<file path="src/rtl/gptc_pkg.sv">
`timescale 1ns / 1ps
`default_nettype none

package gptc_pkg;

    // Fixed geometry of the gamma curves and of the output word
    localparam int CHAN_BITS  = 8;
    localparam int CURVE_LEN  = 256;
    localparam int WORD_W     = 32;
    localparam int PIXEL_BITS = 32;
    localparam int KEEP_BITS  = (PIXEL_BITS < WORD_W) ? PIXEL_BITS : WORD_W;
    localparam logic [WORD_W-1:0] KEEP_MASK =
        WORD_W'((64'd1 << KEEP_BITS) - 64'd1);

    // Defaults for the top-level parameters
    localparam int PALETTE_ENTRIES_DEF = 256;
    localparam int GAMMA_LEVELS_DEF    = 5;

    // Request codes
    localparam logic [1:0] REQ_GAMMA_WR = 2'd0;
    localparam logic [1:0] REQ_PAL_WR   = 2'd1;
    localparam logic [1:0] REQ_LOOKUP   = 2'd2;

    // Configuration register indexes
    localparam logic [1:0] CFG_RED_MASK   = 2'd0;
    localparam logic [1:0] CFG_GREEN_MASK = 2'd1;
    localparam logic [1:0] CFG_BLUE_MASK  = 2'd2;
    localparam logic [1:0] CFG_GAMMA_SEL  = 2'd3;

    localparam logic [WORD_W-1:0] RED_MASK_RST   = 32'h00FF_0000;
    localparam logic [WORD_W-1:0] GREEN_MASK_RST = 32'h0000_FF00;
    localparam logic [WORD_W-1:0] BLUE_MASK_RST  = 32'h0000_00FF;
    localparam logic [2:0]        GAMMA_SEL_RST  = 3'd0;

    // Placement of one channel byte: right shift, then left shift
    typedef struct packed {
        logic       en;
        logic [2:0] rsh;
        logic [4:0] lsh;
    } chan_place_t;

    typedef struct packed {
        logic [CHAN_BITS-1:0] r;
        logic [CHAN_BITS-1:0] g;
        logic [CHAN_BITS-1:0] b;
    } rgb_t;

    typedef struct packed {
        logic                 en;
        logic [2:0]           level;
        logic [CHAN_BITS-1:0] index;
        logic [CHAN_BITS-1:0] value;
    } gamma_wr_t;

    typedef struct packed {
        logic wr_en;
        logic rd_en;
    } cmap_ctrl_t;

endpackage

`default_nettype wire

</file>
<file path="src/rtl/gptc_cfg.sv">
`timescale 1ns / 1ps
`default_nettype none

module gptc_cfg (
    input  wire logic                        clk,
    input  wire logic                        rst_n,
    input  wire logic                        wr_en,
    input  wire logic [1:0]                  wr_index,
    input  wire logic [gptc_pkg::WORD_W-1:0] wr_data,
    output gptc_pkg::chan_place_t            red_place,
    output gptc_pkg::chan_place_t            green_place,
    output gptc_pkg::chan_place_t            blue_place,
    output logic [2:0]                       gamma_sel
);

    logic [gptc_pkg::WORD_W-1:0] red_mask_reg;
    logic [gptc_pkg::WORD_W-1:0] green_mask_reg;
    logic [gptc_pkg::WORD_W-1:0] blue_mask_reg;
    logic [2:0]                  gamma_sel_reg;
    gptc_pkg::chan_place_t       red_place_reg;
    gptc_pkg::chan_place_t       green_place_reg;
    gptc_pkg::chan_place_t       blue_place_reg;

    // Set-bit count, summed a nibble at a time
    function automatic logic [5:0] ones32(input logic [31:0] m);
        logic [5:0] n;
        n = '0;
        for (int i = 0; i < 8; i++) begin
            n = n + 6'(m[4*i]) + 6'(m[4*i+1]) + 6'(m[4*i+2]) + 6'(m[4*i+3]);
        end
        return n;
    endfunction

    function automatic gptc_pkg::chan_place_t derive(input logic [31:0] m);
        gptc_pkg::chan_place_t p;
        logic [5:0]            pc;
        logic [5:0]            tz;
        logic [31:0]           low;
        pc    = ones32(m);
        low   = m & (~m + 32'd1);
        tz    = ones32(low - 32'd1);
        p.en  = (m != '0);
        p.rsh = (pc < 6'd8) ? 3'(6'd8 - pc) : 3'd0;
        p.lsh = (pc > 6'd8) ? 5'(pc - 6'd8 + tz) : tz[4:0];
        return p;
    endfunction

    always_ff @(posedge clk or negedge rst_n) begin
        if (!rst_n) begin
            red_mask_reg   <= gptc_pkg::RED_MASK_RST;
            green_mask_reg <= gptc_pkg::GREEN_MASK_RST;
            blue_mask_reg  <= gptc_pkg::BLUE_MASK_RST;
            gamma_sel_reg  <= gptc_pkg::GAMMA_SEL_RST;
        end
        else if (wr_en) begin
            case (wr_index)
                gptc_pkg::CFG_RED_MASK:   red_mask_reg   <= wr_data;
                gptc_pkg::CFG_GREEN_MASK: green_mask_reg <= wr_data;
                gptc_pkg::CFG_BLUE_MASK:  blue_mask_reg  <= wr_data;
                gptc_pkg::CFG_GAMMA_SEL:  gamma_sel_reg  <= wr_data[2:0];
                default:                  gamma_sel_reg  <= gamma_sel_reg;
            endcase
        end
    end

    // Shift amounts are registered from the masks and follow them in the next cycle
    always_ff @(posedge clk) begin
        red_place_reg   <= derive(red_mask_reg);
        green_place_reg <= derive(green_mask_reg);
        blue_place_reg  <= derive(blue_mask_reg);
    end

    assign red_place   = red_place_reg;
    assign green_place = green_place_reg;
    assign blue_place  = blue_place_reg;
    assign gamma_sel   = gamma_sel_reg;

endmodule

`default_nettype wire

</file>
<file path="config.mk">
export PLATFORM = sky130hd
export DESIGN_NAME = gptc_cfg
export DESIGN_NICKNAME = d
export VERILOG_FILES = /design/src/rtl/gptc_pkg.sv /design/src/rtl/gptc_cfg.sv
export SDC_FILE = /design/constraint.sdc
export NUM_CORES = 1
export LEC_CHECK = 0
export BUFFER_PORTS_ARGS = -buffer_cell sky130_fd_sc_hd__buf_2
export CAP_MARGIN = 20
export CORE_AREA = 2 2 152 154
export DETAILED_ROUTE_END_ITERATION = 8
export DIE_AREA = 0 0 154 156
export PLACE_DENSITY = 0.78
export SLEW_MARGIN = 20
export SYNTH_ARGS = -nofsm -noshare
export SYNTH_HDL_FRONTEND = slang
export SYNTH_SLANG_ARGS = --single-unit
</file>
<file path="constraint.sdc">
create_clock -name clk -period 19.2 [get_ports clk]
set_clock_uncertainty 0.05 [all_clocks]
set_input_delay 3.84 -clock clk [delete_from_list [all_inputs] [get_ports clk]]
set_output_delay 3.84 -clock clk [all_outputs]
set_load 0.1 [all_outputs]
</file>
==> run metrics <==
status=complete, no violations; hpwl dp=26.3 mm; gr usage total=28.5%; critical path arrival=8850 ps; placed cells=1745; Clock Tree Root=clkbuf_16; PnR worst setup slack=10610 ps; Tmin final=8590 ps; Post-CTS Setup Bufs=0; # setup viols final=0; first-pass GRT wire length=~53 mm; Vias=10400; Core Rows=55; Sink Count=126; share of layout cells above drive strength 1=between 10% and 20%; Core Box Area=0.0224 mm^2; synth warn=0; CTS-repair resized insts=0; DP Worst Slack=10660 ps; grt ovf=0; Post-Layout Cell Count=~1800; CP Launch Type=flip-flop; fin crit share=44.7%; vias in the first global route=10400; CTS Buffer Depth=2; Worst Max-Slew Pin Slew=between 800 and 900 ps; slowest stage cell on the critical path=dfstp_2; Syn Inst Count=1428; Max-Slew Margin vs Limit=a little under half; area delta synth->final=8.83%; die height=between 150 and 200 um; Worst-Skew Late Latency=about 430 ps; EDFF count, synth=0; worst min path class=reg -> reg; CTS hold repair buffers=0; WP data required=approximately 19000 ps; Initial Util=59.5%; Async SR Flop Fraction=78.6%; CTS Buf Count=17; critical path class=reg -> reg; DR pass1 iterations=5; ANT cells=0; Max H-tree Level=4; Ports=between 60 and 70; Die X=154 um; Mapped Avg Cell Area=just over 9 um^2; Final nets=~1700; fmax=0.116 GHz; maximum capacitance violations=0; initial antenna violation count=0; Port Buffers=66; syn_nets=~1700; Residual DRC=0; post-synthesis cell type count=83; Antenna Nets Post-Route=0; drt total wl=between 30 and 40 mm; largest net degree at the start of global routing=80; Reg clk slew, reported paths=60 ps; Initial DRC Count=902; setup TNS=0 ps; CP max FO=7; global placer's final weighted congestion=0.995; Synth Register Bits=between 100 and 150; CTS tree=done; RSZ-0062 raised after global routing=false; worst hold slack=452 ps; DR WL/cell=about 18 um; Synth Cell Area=0.0133 mm^2; most frequent CP cell=fa_1; CP peak stage delay=approximately 610 ps; Max Slew Vio Count=0; die area=0.0240 mm^2; final hold vios=0; Crit. End Element=flip-flop; top_reg_cell synth=dfrtp_1; Vias per Instance=5.83; register area share after synthesis=between 20% and 30%
[cell usage after synthesis (27+ instances only)]
library cell,n,area [um^2]
inv_1,233,875
fa_1,144,2880
nand2_1,106,398
mux2_2,82,923
ha_1,78,976
a21oi_1,76,380
dfrtp_1,75,1880
nor2_1,71,267
o21ai_0,64,320
xnor2_1,51,447
nand3_1,37,185
nor3_1,36,180
xor2_1,30,263
dfxtp_1,27,541
[cell families after synthesis]
| family | Yosys count | share of synthesized area (%) |
|---|---|---|
| adders and majority gates | 222 | 29.0 |
| buffers and inverters | 271 | 7.83 |
| DFF | 126 | 22.9 |
| muxes | 89 | 7.46 |
| AOI/OAI and AO/OA | 233 | 10.9 |
| and+or+nand+nor | 406 | 16.6 |
| xor gates and xnor gates | 81 | 5.33 |
[placed cells by master (no fill, tap or decap), types with 24 or more instances in the layout]
master / netlist / layout
a21oi_1: 76 / 76
buf_2: 8 / 65
dfrtp_1: 75 / 75
dfstp_2: 24 / 24
dfxtp_1: 27 / 27
fa_1: 144 / 144
ha_1: 78 / 78
inv_1: 233 / 233
mux2_2: 82 / 82
nand2_1: 106 / 106
nand3_1: 37 / 37
nor2_1: 71 / 71
nor3_1: 36 / 36
o21ai_0: 64 / 64
xnor2_1: 51 / 51
xor2_1: 30 / 30
[through the flow]
stage                     utilization (%)  area (um^2)
after floorplan                         -        13300
after global routing                 64.8        14500
after CTS                            64.8        14500
final                                64.8        14500
after detailed placement             62.0        13900
after global placement               62.0        13900
[worst max-delay path: cells and delay by family (launching register included)]
| kind | cells | cell delay [ps] |
|---|---|---|
| flip-flops | 1 | 610 |
| AND/OR/NAND/NOR | 6 | 1700 |
| AO/OA/AOI/OAI | 4 | 620 |
| buffers and inverters | 6 | 410 |
| XOR/XNOR | 4 | 680 |
| adder cells (fa/ha/maj) | 11 | 4400 |
[routing by layer]
metal  routed length (um)  up-vias  global-route usage [%]
met5                    0        -                       0
met3                 1980       59                    4.75
met4                 1180        0                    11.7
met2                15200      343                    46.0
met1                14100     5072                    38.5
li1                     -     4890                       -
[worst paths after layout]
| kind | slack, ps | cells after the start | to | startpoint |
|---|---|---|---|---|
| setup / recovery | 10610 | 31 | blue_place[4] | blue_mask_reg[0] |
| hold / removal | 450 | 1 | gamma_sel[1] | gamma_sel[1] |
| setup reg to reg | 10610 | 31 | blue_place[4] | blue_mask_reg[0] |
| hold reg to reg | 450 | 1 | gamma_sel[1] | gamma_sel[1] |
| max in group asynchronous | 14880 | 2 | green_mask_reg[26] | rst_n |
| min in group asynchronous | 3250 | 1 | green_mask_reg[3] | rst_n |
[area by class of cell]
cell class              count  area, um^2
repair buffers             70         367
inverters                 233         875
fillers                  1858        7870
multi-input cells        1031        9230
well taps                 285         357
clock buffers              20         457
clock inverters            12         159
flip-flops and latches    126        3050
Power is not shown: default switching activity piles up to over one toggle a cycle in this logic, so the estimate is an artifact.
